`src/rtl/cba_pkg.sv`:
```
package cba_pkg;

    // request codes
    typedef enum logic [1:0] {
        FN_ALLOC     = 2'd0,
        FN_MARK_USED = 2'd1,
        FN_MARK_FREE = 2'd2,
        FN_RESIZE    = 2'd3
    } func_t;

    localparam int unsigned FUNC_W   = 2;
    localparam int unsigned FIELD_W  = 7;
    localparam int unsigned REQ_W    = FUNC_W + 3 * FIELD_W;
    localparam int unsigned RES_W    = 2 + FIELD_W;
    localparam int unsigned S_DATA_W = ((REQ_W + 7) / 8) * 8;
    localparam int unsigned M_DATA_W = ((RES_W + 7) / 8) * 8;

endpackage

```
`src/rtl/cba_ram.sv`:
```
module cba_ram #(
    parameter int unsigned WIDTH = 1,
    parameter int unsigned DEPTH = 128
) (
    input  logic                     clk,
    input  logic                     wr_en,
    input  logic [$clog2(DEPTH)-1:0] wr_addr,
    input  logic [WIDTH-1:0]         wr_data,
    input  logic                     rd_en,
    input  logic [$clog2(DEPTH)-1:0] rd_addr,
    output logic [WIDTH-1:0]         rd_data
);

    logic [WIDTH-1:0] mem_reg [DEPTH];
    logic [WIDTH-1:0] rd_data_reg;

    always_ff @(posedge clk) begin
        if (wr_en) begin
            mem_reg[wr_addr] <= wr_data;
        end
        if (rd_en) begin
            rd_data_reg <= mem_reg[rd_addr];
        end
    end

    assign rd_data = rd_data_reg;

endmodule

```
`src/rtl/contiguous_block_allocator.sv`:
```
// channel | dir | handshake          | payload
// s_      | in  | s_tvalid/s_tready  | s_tdata: func, start_req, size, target_size
// m_      | out | m_tvalid/m_tready  | m_tdata: ok, run_start, moved
//
// one request at a time; a no-op or a request that fails its bounds goes straight to the
// result state, the longest runs a first-fit scan, an old-run release and a new-run mark
// the used bitmap sits in one single-bit ram: a scan reads one block per cycle,
// a mark sweep writes one block per cycle, so size and scan length set the run time
// after reset a clearing pass over the bitmap holds s_tready low
// a finished result waits in the output register while the next request is taken;
// the block stalls in its result state only if that register is still full
module contiguous_block_allocator
    import cba_pkg::*;
#(
    parameter int unsigned NUM_BLOCKS = 128
) (
    input  logic                aclk,
    input  logic                aresetn,
    input  logic                s_tvalid,
    output logic                s_tready,
    input  logic [S_DATA_W-1:0] s_tdata,   // func[1:0], start_req[8:2], size[15:9],
                                           // target_size[22:16], zero pad
    output logic                m_tvalid,
    input  logic                m_tready,
    output logic [M_DATA_W-1:0] m_tdata    // ok[0], run_start[7:1], moved[8], zero pad
);

    localparam int unsigned AW  = $clog2(NUM_BLOCKS);
    // pointer width: holds NUM_BLOCKS itself and sums of two 7-bit fields
    localparam int unsigned CW  = ((AW > FIELD_W) ? AW : FIELD_W) + 2;
    localparam logic [CW-1:0] NB_W  = CW'(NUM_BLOCKS);
    localparam logic [CW-1:0] NB_M1 = CW'(NUM_BLOCKS - 1);

    typedef enum logic [2:0] {
        S_CLEAR,     // reset pass over the bitmap
        S_IDLE,
        S_CHECK,     // are the blocks after a run all free
        S_FIT,       // first-fit scan
        S_FREE_OLD,  // release the old run of a moved resize
        S_SET,       // write sweep over [ptr, lim)
        S_DONE
    } state_t;

    // request fields
    logic [FUNC_W-1:0]  in_func;
    logic [FIELD_W-1:0] in_start;
    logic [FIELD_W-1:0] in_size;
    logic [FIELD_W-1:0] in_target_size;
    logic [CW-1:0]      st_w, sz_w, nsz_w;

    assign in_func        = s_tdata[FUNC_W-1:0];
    assign in_start       = s_tdata[FUNC_W +: FIELD_W];
    assign in_size        = s_tdata[FUNC_W + FIELD_W +: FIELD_W];
    assign in_target_size = s_tdata[FUNC_W + 2 * FIELD_W +: FIELD_W];
    assign st_w  = CW'(in_start);
    assign sz_w  = CW'(in_size);
    assign nsz_w = CW'(in_target_size);

    state_t         state_reg;
    func_t          func_reg;
    logic [CW-1:0]  st_reg, sz_reg, nsz_reg;
    logic [CW-1:0]  ptr_reg;      // next block to read or write
    logic [CW-1:0]  lim_reg;      // end of the current range, exclusive
    logic [CW-1:0]  need_reg;     // run length wanted by a scan
    logic [CW-1:0]  run_reg;      // free blocks seen in a row
    logic [CW-1:0]  cand_reg;     // start of the run being counted
    logic           wval_reg;
    logic           dv_reg;       // read data arrives this cycle
    logic [CW-1:0]  daddr_reg;    // block that the arriving data belongs to
    logic                res_ok_reg, res_moved_reg;
    logic [FIELD_W-1:0]  res_start_reg;
    logic                m_valid_reg, m_ok_reg, m_moved_reg;
    logic [FIELD_W-1:0]  m_start_reg;

    // ram ports
    logic       scan, rd_issue, wr_en, used_bit, eval, hit, miss, scan_end, dv_next;
    logic [0:0] rd_data;
    logic [CW-1:0] run_inc;

    assign scan     = (state_reg == S_CHECK) || (state_reg == S_FIT);
    assign rd_issue = scan && (ptr_reg < lim_reg);
    assign wr_en    = ((state_reg == S_CLEAR) || (state_reg == S_SET) ||
                       (state_reg == S_FREE_OLD)) && (ptr_reg < lim_reg);

    cba_ram #(
        .WIDTH (1),
        .DEPTH (NUM_BLOCKS)
    ) u_map (
        .clk     (aclk),
        .wr_en   (wr_en),
        .wr_addr (ptr_reg[AW-1:0]),
        .wr_data (wval_reg),
        .rd_en   (rd_issue),
        .rd_addr (ptr_reg[AW-1:0]),
        .rd_data (rd_data)
    );

    // block 0 is reserved and always reads as used
    assign used_bit = rd_data[0] || (daddr_reg == '0);
    assign eval     = scan && dv_reg;
    assign run_inc  = run_reg + CW'(1);
    assign hit      = eval && !used_bit && (run_inc == need_reg);
    // a check fails on the first used block, a fit fails past the last candidate
    assign miss     = eval && !hit &&
                      ((used_bit && (state_reg == S_CHECK)) ||
                       (daddr_reg == lim_reg - CW'(1)));
    assign scan_end = hit || miss;
    // drop a read in flight once the scan has decided
    assign dv_next  = rd_issue && !scan_end;

    assign s_tready = (state_reg == S_IDLE);
    assign m_tvalid = m_valid_reg;
    assign m_tdata  = {{(M_DATA_W - RES_W){1'b0}}, m_moved_reg, m_start_reg, m_ok_reg};

    always_ff @(posedge aclk) begin
        if (!aresetn) begin
            state_reg   <= S_CLEAR;
            ptr_reg     <= '0;
            lim_reg     <= NB_W;
            wval_reg    <= 1'b0;
            dv_reg      <= 1'b0;
            m_valid_reg <= 1'b0;
        end else begin
            dv_reg    <= dv_next;
            daddr_reg <= ptr_reg;
            if (m_tready) begin
                m_valid_reg <= 1'b0;
            end
            unique case (state_reg)
                S_CLEAR: begin
                    if (ptr_reg < lim_reg) begin
                        ptr_reg <= ptr_reg + CW'(1);
                    end else begin
                        state_reg <= S_IDLE;
                    end
                end
                S_IDLE: begin
                    if (s_tvalid) begin
                        func_reg      <= func_t'(in_func);
                        st_reg        <= st_w;
                        sz_reg        <= sz_w;
                        nsz_reg       <= nsz_w;
                        res_ok_reg    <= 1'b0;
                        res_start_reg <= '0;
                        res_moved_reg <= 1'b0;
                        state_reg     <= S_DONE;
                        unique case (func_t'(in_func)) inside
                            FN_ALLOC: begin
                                if (sz_w == '0) begin
                                    res_ok_reg <= 1'b1;
                                end else if (sz_w <= NB_M1) begin
                                    ptr_reg   <= CW'(1);
                                    lim_reg   <= NB_W;
                                    need_reg  <= sz_w;
                                    run_reg   <= '0;
                                    cand_reg  <= CW'(1);
                                    state_reg <= S_FIT;
                                end
                            end
                            FN_MARK_USED, FN_MARK_FREE: begin
                                if (st_w + sz_w <= NB_W) begin
                                    ptr_reg       <= st_w;
                                    lim_reg       <= st_w + sz_w;
                                    wval_reg      <= (func_t'(in_func) == FN_MARK_USED);
                                    res_ok_reg    <= 1'b1;
                                    res_start_reg <= in_start;
                                    state_reg     <= S_SET;
                                end
                            end
                            FN_RESIZE: begin
                                if (st_w + sz_w <= NB_W) begin
                                    if (nsz_w > sz_w) begin
                                        if (st_w + nsz_w <= NB_W) begin
                                            ptr_reg   <= st_w + sz_w;
                                            lim_reg   <= st_w + nsz_w;
                                            need_reg  <= nsz_w - sz_w;
                                            run_reg   <= '0;
                                            cand_reg  <= st_w + sz_w;
                                            state_reg <= S_CHECK;
                                        end else if (nsz_w <= NB_M1) begin
                                            // cannot grow past the end: relocate
                                            ptr_reg   <= CW'(1);
                                            lim_reg   <= NB_W;
                                            need_reg  <= nsz_w;
                                            run_reg   <= '0;
                                            cand_reg  <= CW'(1);
                                            state_reg <= S_FIT;
                                        end
                                    end else begin
                                        // shrink: free the tail, possibly empty
                                        ptr_reg       <= st_w + nsz_w;
                                        lim_reg       <= st_w + sz_w;
                                        wval_reg      <= 1'b0;
                                        res_ok_reg    <= 1'b1;
                                        res_start_reg <= in_start;
                                        state_reg     <= S_SET;
                                    end
                                end
                            end
                            default: begin
                                state_reg <= S_DONE;
                            end
                        endcase
                    end
                end
                S_CHECK: begin
                    if (rd_issue) begin
                        ptr_reg <= ptr_reg + CW'(1);
                    end
                    if (hit) begin
                        ptr_reg       <= st_reg + sz_reg;
                        lim_reg       <= st_reg + nsz_reg;
                        wval_reg      <= 1'b1;
                        res_ok_reg    <= 1'b1;
                        res_start_reg <= st_reg[FIELD_W-1:0];
                        state_reg     <= S_SET;
                    end else if (miss) begin
                        if (nsz_reg > NB_M1) begin
                            state_reg <= S_DONE;
                        end else begin
                            ptr_reg   <= CW'(1);
                            lim_reg   <= NB_W;
                            need_reg  <= nsz_reg;
                            run_reg   <= '0;
                            cand_reg  <= CW'(1);
                            state_reg <= S_FIT;
                        end
                    end else if (eval) begin
                        run_reg <= run_inc;
                    end
                end
                S_FIT: begin
                    if (rd_issue) begin
                        ptr_reg <= ptr_reg + CW'(1);
                    end
                    if (hit) begin
                        res_ok_reg    <= 1'b1;
                        res_start_reg <= cand_reg[FIELD_W-1:0];
                        if (func_reg == FN_ALLOC) begin
                            ptr_reg   <= cand_reg;
                            lim_reg   <= cand_reg + need_reg;
                            wval_reg  <= 1'b1;
                            state_reg <= S_SET;
                        end else begin
                            // old run is released first, new run marked after
                            ptr_reg       <= st_reg;
                            lim_reg       <= st_reg + sz_reg;
                            wval_reg      <= 1'b0;
                            res_moved_reg <= (cand_reg != st_reg);
                            state_reg     <= S_FREE_OLD;
                        end
                    end else if (miss) begin
                        state_reg <= S_DONE;
                    end else if (eval) begin
                        if (used_bit) begin
                            run_reg  <= '0;
                            cand_reg <= daddr_reg + CW'(1);
                        end else begin
                            run_reg <= run_inc;
                        end
                    end
                end
                S_FREE_OLD: begin
                    if (ptr_reg < lim_reg) begin
                        ptr_reg <= ptr_reg + CW'(1);
                    end else begin
                        ptr_reg   <= cand_reg;
                        lim_reg   <= cand_reg + nsz_reg;
                        wval_reg  <= 1'b1;
                        state_reg <= S_SET;
                    end
                end
                S_SET: begin
                    if (ptr_reg < lim_reg) begin
                        ptr_reg <= ptr_reg + CW'(1);
                    end else begin
                        state_reg <= S_DONE;
                    end
                end
                S_DONE: begin
                    if (!m_valid_reg || m_tready) begin
                        m_valid_reg <= 1'b1;
                        m_ok_reg    <= res_ok_reg;
                        m_start_reg <= res_start_reg;
                        m_moved_reg <= res_moved_reg;
                        state_reg   <= S_IDLE;
                    end
                end
                default: begin
                    state_reg <= S_IDLE;
                end
            endcase
        end
    end

`ifndef SYNTHESIS
    // the bitmap is never read and written in the same cycle
    a_no_rw_overlap: assert property (@(posedge aclk) disable iff (!aresetn)
        !(rd_issue && wr_en))
        else $error("bitmap read and write overlap");

    // sweeps stay inside the bitmap
    a_wr_in_range: assert property (@(posedge aclk) disable iff (!aresetn)
        wr_en |-> (ptr_reg < NB_W))
        else $error("bitmap write out of range");

    // a scan decides once
    a_hit_miss: assert property (@(posedge aclk) disable iff (!aresetn)
        !(hit && miss))
        else $error("scan hit and miss together");

    // a result is only loaded from the result state
    a_result_src: assert property (@(posedge aclk) disable iff (!aresetn)
        (m_valid_reg && !$past(m_valid_reg)) |-> $past(state_reg == S_DONE))
        else $error("result loaded outside result state");

    // a failed request reports no start and no move
    a_fail_clean: assert property (@(posedge aclk) disable iff (!aresetn)
        (m_valid_reg && !m_ok_reg) |-> ((m_start_reg == '0) && !m_moved_reg))
        else $error("failed request with nonzero payload");
`endif

endmodule

```
`config.mk`:
```
export PLATFORM = sky130hd
export DESIGN_NAME = contiguous_block_allocator
export DESIGN_NICKNAME = d
export VERILOG_FILES = /design/src/rtl/cba_pkg.sv /design/src/rtl/cba_ram.sv /design/src/rtl/contiguous_block_allocator.sv
export SDC_FILE = /design/constraint.sdc
export NUM_CORES = 1
export LEC_CHECK = 0
export BUFFER_PORTS_ARGS = -buffer_cell sky130_fd_sc_hd__buf_2
export CORE_UTILIZATION = 55
export CTS_CLUSTER_SIZE = 8
export DETAILED_ROUTE_END_ITERATION = 16
export PLACE_DENSITY = 0.84
export SKIP_LAST_GASP = 1
export SYNTH_ARGS = -nofsm -noshare
export SYNTH_HDL_FRONTEND = slang
export SYNTH_SLANG_ARGS = --single-unit
```
`constraint.sdc`:
```
create_clock -name aclk -period 3.67 [get_ports aclk]
set_input_delay 0.5505 -clock aclk [delete_from_list [all_inputs] [get_ports aclk]]
set_output_delay 0.5505 -clock aclk [all_outputs]
set_load 0.05 [all_outputs]
```
==> Word level (Yosys, flattened, before mapping) <==
Memories as Yosys holds them, arrays and structs flattened. A register that Yosys moved wholly into a read port is not among the register bits.
Index checks and enable logic that the tools add are counted.
{ "word_totals": {"out_inout_bits": 18, "ramBits": 128, "inputBits": 28, "register_bits": 101, "n_memories": 1} }
{ "mem_list": {"columns": ["name", "depth", "word_bits", "read_ports", "rd_ports_with_merged_regs", "write_ports", "line_no", "source"], "rows": [
  ["u_map.mem_reg", 128, 1, 1, 1, 1, "cba_ram.sv:14", "logic [WIDTH-1:0] mem_reg [DEPTH];"]
]} }
{ "op_classes": {"eq_ne": 45, "mux": 129, "n_lt_le_gt_ge": 7, "add_sub_neg": 11, "n_reduce_logical": 46} }
{ "op_table": {"columns": ["operator", "n"], "rows": [
  ["$mux W9", 65],
  ["$pmux W9 S3", 4],
  ["$pmux W9 S2", 4],
  ["$mux W3", 16],
  ["$pmux W9 S5", 1],
  ["$mux W7", 6],
  ["$pmux W9 S4", 1],
  ["$add A7 B7 Y8", 4],
  ["$ne A2 B2 Y1 const B", 15],
  ["$add A9 B1 Y9 const B", 3],
  ["$ne A3 B3 Y1 const B", 9],
  ["$reduce_and A12 Y1", 2],
  ["$mux W1", 22],
  ["$pmux W3 S7", 1],
  ["$pmux W7 S3", 1],
  ["$eq A9 B9 Y1", 2],
  ["$le A9 B8 Y1 const B", 2],
  ["$logic_not A9 Y1", 2],
  ["$reduce_and A9 Y1", 2],
  ["$reduce_and A16 Y1", 1],
  ["$reduce_and A15 Y1", 1],
  ["$le A7 B7 Y1 const B", 2],
  ["$pmux W7 S2", 1],
  ["$reduce_and A5 Y1", 2],
  ["37 further kinds", 69]
]} }

==> Longest topological paths before layout <==
{ "logic_depth": {"word_depth": 11, "depth_mapped": 13} }

==> Cells and area by module <==
From an unflattened synthesis, not the netlist that was laid out.
{ "hier_totals": {"hier_cells": 1350, "area_unflattened_um2": 14267.4} }
{ "modules_own_cells": {"columns": ["module", "seq_area_each_um2", "instances", "area_per_inst_um2", "cells_per_inst"], "rows": [
  ["contiguous_block_allocator", 2762.6, 1, 8590.7, 965],
  ["cba_ram", 3873.7, 1, 5676.7, 385]
]} }

==> Worst setup path before layout <==
Ideal clock, no wire load.
{ "synth_path": {"path_kind": "input port to flip-flop", "start": "input s_tdata[2]", "end": "register cand_reg[0] (enable)", "setup_time_ns": 0.393, "cell_stages": 11, "required_time_ns": 3.277, "path_slack_ns": -0.064, "n_path_buf": 0, "arrival_ns": 3.341, "cell_sequence": "ha_1 inv_1 fa_1 nand2b_1 a21oi_1 xor2_1 o41ai_4 a21oi_1 o22ai_1 nand2_1 a311oi_1"} }
{ "synth_via": {"elab_chain_cells": 4, "elab_cells_between_ends": 7, "classes_between": "2 x add/sub; 2 x order compare; 2 x eq/ne; 1 x reduce/logical"} }
{ "synth_rtl": {"columns": ["item", "line_no", "source"], "rows": [
  ["start, declared", "contiguous_block_allocator.sv:21", "input logic [S_DATA_W-1:0] s_tdata,"],
  ["$add A7 B7 Y8, on equally long branches", "contiguous_block_allocator.sv:173, contiguous_block_allocator.sv:171", null],
  ["$le A9 B8 Y1, on equally long branches", "contiguous_block_allocator.sv:173, contiguous_block_allocator.sv:171", null],
  ["$ne A4 B2 Y1 (no line) / $ne A3 B3 Y1 (equally long branches)", null, null],
  ["$reduce_and A16 Y1 (no line) *", null, null],
  ["end signal, assigned", "contiguous_block_allocator.sv:178", "cand_reg <= st_w + sz_w;"],
  ["end signal, assigned", "contiguous_block_allocator.sv:257", "cand_reg <= daddr_reg + CW'(1);"],
  ["end, declared", "contiguous_block_allocator.sv:66", "logic [CW-1:0] cand_reg;"]
]} }
Mark *: on every way between the ends. The rest lies on a longest branch, timed or not.
A chain may end at the register's enable or synchronous reset.

==> Worst setup path after layout <==
{ "layout_path": {"start": "register run_reg[0]", "end": "register lim_reg[0]"} }
{ "layout_via": {"elab_chain_cells": 8, "elab_cells_between_ends": 12, "classes_between": "1 x add/sub; 4 x eq/ne; 2 x mux; 5 x reduce/logical"} }
{ "layout_rtl": {"columns": ["item", "line_no", "source"], "rows": [
  ["start, declared", "contiguous_block_allocator.sv:65", "logic [CW-1:0] run_reg;"],
  ["start signal, assigned", "contiguous_block_allocator.sv:229", "run_reg <= run_inc;"],
  ["start signal, assigned", "contiguous_block_allocator.sv:259", "run_reg <= run_inc;"],
  ["$add A9 B1 Y9 *", "contiguous_block_allocator.sv:101", "assign run_inc = run_reg + CW'(1);"],
  ["$eq A9 B9 Y1 *", "contiguous_block_allocator.sv:102", "assign hit = eval && !used_bit && (run_inc == need_reg);"],
  ["$logic_and A1 B1 Y1 *", "contiguous_block_allocator.sv:102", null],
  ["$logic_not A1 Y1", "contiguous_block_allocator.sv:104", "assign miss = eval && !hit &&"],
  ["$logic_and A1 B1 Y1 (2 in series)", "contiguous_block_allocator.sv:104", null],
  ["$ne A3 B3 Y1 (no line)", null, null],
  ["$reduce_and A12 Y1 (no line)", null, null],
  ["end signal, assigned", "contiguous_block_allocator.sv:163", "lim_reg <= st_w + sz_w;"],
  ["end signal, assigned", "contiguous_block_allocator.sv:175", "lim_reg <= st_w + nsz_w;"],
  ["end signal, assigned", "contiguous_block_allocator.sv:192", "lim_reg <= st_w + sz_w;"],
  ["end, declared", "contiguous_block_allocator.sv:63", "logic [CW-1:0] lim_reg;"]
]} }
Marked as above.

==> reports/metrics.cfg <==
[floorplanning]
die_area_um2 = 26600
coreArea_um2 = 25300
initial_utilization_pct = 56.4
die_h_um = 163
pin_count = 46
row_count = 58
chipWidth_um = 163

[global_routing]
antenna_found_initial = 0
grt_max_degree = 129
grt_pass1_vias = 12100
overflow = 0
grtUsageTotal_pct = 34.6
grt_pass1_wl_um = 69300

[min_path]
hp-class = in2reg
hold_depth = 1
min-delay-start = s_tdata[1]
min_to = func_reg[1]

[finish]
layout_common_cells = nor2_1, edfxtp_1, nand2_1, buf_4, a21oi_1
final_area_um2 = 16300
drive_above_1_share_pct = 12.6
area.sequential_um2 = 6640
num_antenna_cells = 0
fin_nets = 1617
multi_input_area_um2 = 7140
largest_reg_flops = 128
area_growth_pct = 13.9
layout_commonest_cell = nor2_1
nFillCells = 2001

[yosys]
ys.flop_type = edfxtp_1
synth_seq_cells = 229
yosysWarnings = 0
syn_area_per_cell_um2 = 9.95
synthArstFlopShare_pct = 0
synth.distinct_cells = 86
synth_edf_count = 205
synth_area_um2 = 14300
ys_seq_area_share_pct = 46.4
synthesis.instances = 1437

[clock_tree]
clk_latency_ps = 540
cts_tree = yes
h-tree-depth = 2
post_cts_buffers = 0
cts_sinks = 229
clkTransAtPathRegs_ps = 60
cts_made_buffers = 34
clockBufferDepth = 3
cts-root-buf = clkbuf_16

[critical_path]
crit_chain = ha_1 > nand4_1 > and2_1 > o32ai_1 > a211oi_2 > or3b_1 > nor2_1 > a211oi_1 > buf_4 > a211oi_1
cp.arrival_ps = 3930
crit_family = simple AND/OR/NAND/NOR gates
rrSetupSlack_ps = 180
path_class = reg2reg
r2r_cells = 10
endpoint_kind = flip-flop
slowest_delay_ps = 560
cp-startpoint = run_reg[0]
path_common_cell = a211oi_1
crit_buf_inv = 1
crit_fanout = 8
r2r-start = run_reg[0]
cpMaxStageDelayCell = or3b_1
start_kind = flip-flop
reg2reg_to = lim_reg[0]
critPathRequiredTime_ps = 4110

[routing]
vias = 12700
drcViolationCount = 0
avgViaCountPerCell = 6.81
dr.first_iter.drc_count = 2131
ant_nets = 0
drt-wirelength-per-cell_um = 24.4
routed_wl_um = 45700
dr.pass1.iters = 6

[placed_design]
post-place-ws_ps = 27.1
gp_congestion = 1.02
port_buffers = 37
dpl-instance-area_um2 = 15200
dp_hpwl_um = 31900

[timing]
min_period_over_period_pct = 95.1
slew_headroom_pct = 30.6
skew_ps = 17.4
setup_ws_ps = 178
timing.fmax_mhz = 286
worst_slew_pin_slew_ps = 1040
setup_viol = 0
drv_slew = 0
fin_crit_ps = 3490
setup_tns_ps = 0
rsz0062_at_grt = false
hold_ws_ps = 231
hold_viol = 0

[run_status]
status = finished, final reports clean

[job]
max-cap-violations = 0

[power]
p_leak_uw = 0.00573
irDropWorstVdd_uv = 488
power_density_nw_per_um2 = 635

==> through the flow <==
stage | total power (µW) | util (%) | std cells
after detailed placement | 7170 | 60.2 | 1810
after global placement | 7080 | 60.2 | 1810
after global routing | 10700 | 64.2 | 1872
after floorplan | 5880 | - | 1443
final | 10300 | 64.2 | 1872
after CTS | 10200 | 64.2 | 1872
==> worst max path at each step <==
stage                         endpoint  slack (ps)  depth (start not counted)
floorplan                  cand_reg[0]         220                         11
global placement           cand_reg[0]          70                         11
detailed placement         cand_reg[0]          30                         10
CTS                 u_map.mem_reg[110]         230                         10
global route               cand_reg[2]          40                         11
finish                      lim_reg[0]         180                         10
==> cell type report <==
cell class / instances / share of cell area (%)
Sequential cell: 229 / 40.8
Multi-Input combinational cell: 1074 / 43.9
Clock inverter: 3 / 0.492
Timing Repair Buffer: 119 / 5.07
Clock buffer: 59 / 5.87
Tap cell: 330 / 2.54
Inverter: 58 / 1.34
==> timing repair <==
item / in CTS / in global routing
gates resized for setup: 0 / 1
hold buffers: 0 / 0
setup endpoints to repair: 0 / 1
==> metal layers <==
layer	up-vias	global-route usage [%]	part of all wire [%]
met5	-	0	0
met4	0	12.3	3.1
met3	138	10.9	14
met2	924	51.5	44
met1	6089	47.3	39
li1	5592	-	-
==> cell usage after synthesis (11+ instances only) <==
| master | number | area (µm²) |
|---|---|---|
| o211ai_1 | 23 | 173 |
| nor2_1 | 214 | 803 |
| nand3_1 | 33 | 165 |
| nand4_1 | 26 | 163 |
| inv_1 | 58 | 218 |
| a21o_1 | 17 | 128 |
| o21a_1 | 12 | 90.1 |
| o21ai_0 | 59 | 295 |
| o22ai_1 | 12 | 75.1 |
| a22oi_1 | 53 | 398 |
| nor2b_1 | 18 | 113 |
| mux2i_1 | 13 | 130 |
| a221oi_1 | 11 | 96.3 |
| a21oi_1 | 78 | 390 |
| ha_1 | 66 | 826 |
| nand2_1 | 82 | 308 |
| dfxtp_1 | 24 | 480 |
| a211oi_1 | 23 | 173 |
| nor3_1 | 23 | 115 |
| edfxtp_1 | 205 | 6160 |
| xor2_1 | 33 | 289 |
| xnor2_1 | 43 | 377 |
| clkbuf_1 | 58 | 218 |
| and3_1 | 17 | 106 |
==> logic make-up (layout without fill, tap and decap cells) <==
logic type               after synthesis  in the layout  synth area share, %
AND/OR/NAND/NOR                      488            488                 16.1
AO/OA/AOI/OAI                        415            415                 20.8
flip-flops                           229            229                 46.4
buffers and inverters                140            239                 4.04
XOR/XNOR                              76             76                 4.66
adder cells (fa/ha/maj)               73             73                 6.76
multiplexers                          15             15                 1.15
other                                  1              7               0.0262
==> power breakdown <==
part	total, µW	internal [µW]	switching [µW]
Sequential	3400	3150	249
Clock	3020	1790	1230
Combinational	3910	1400	2520
Power figures use the tool's default switching activity.
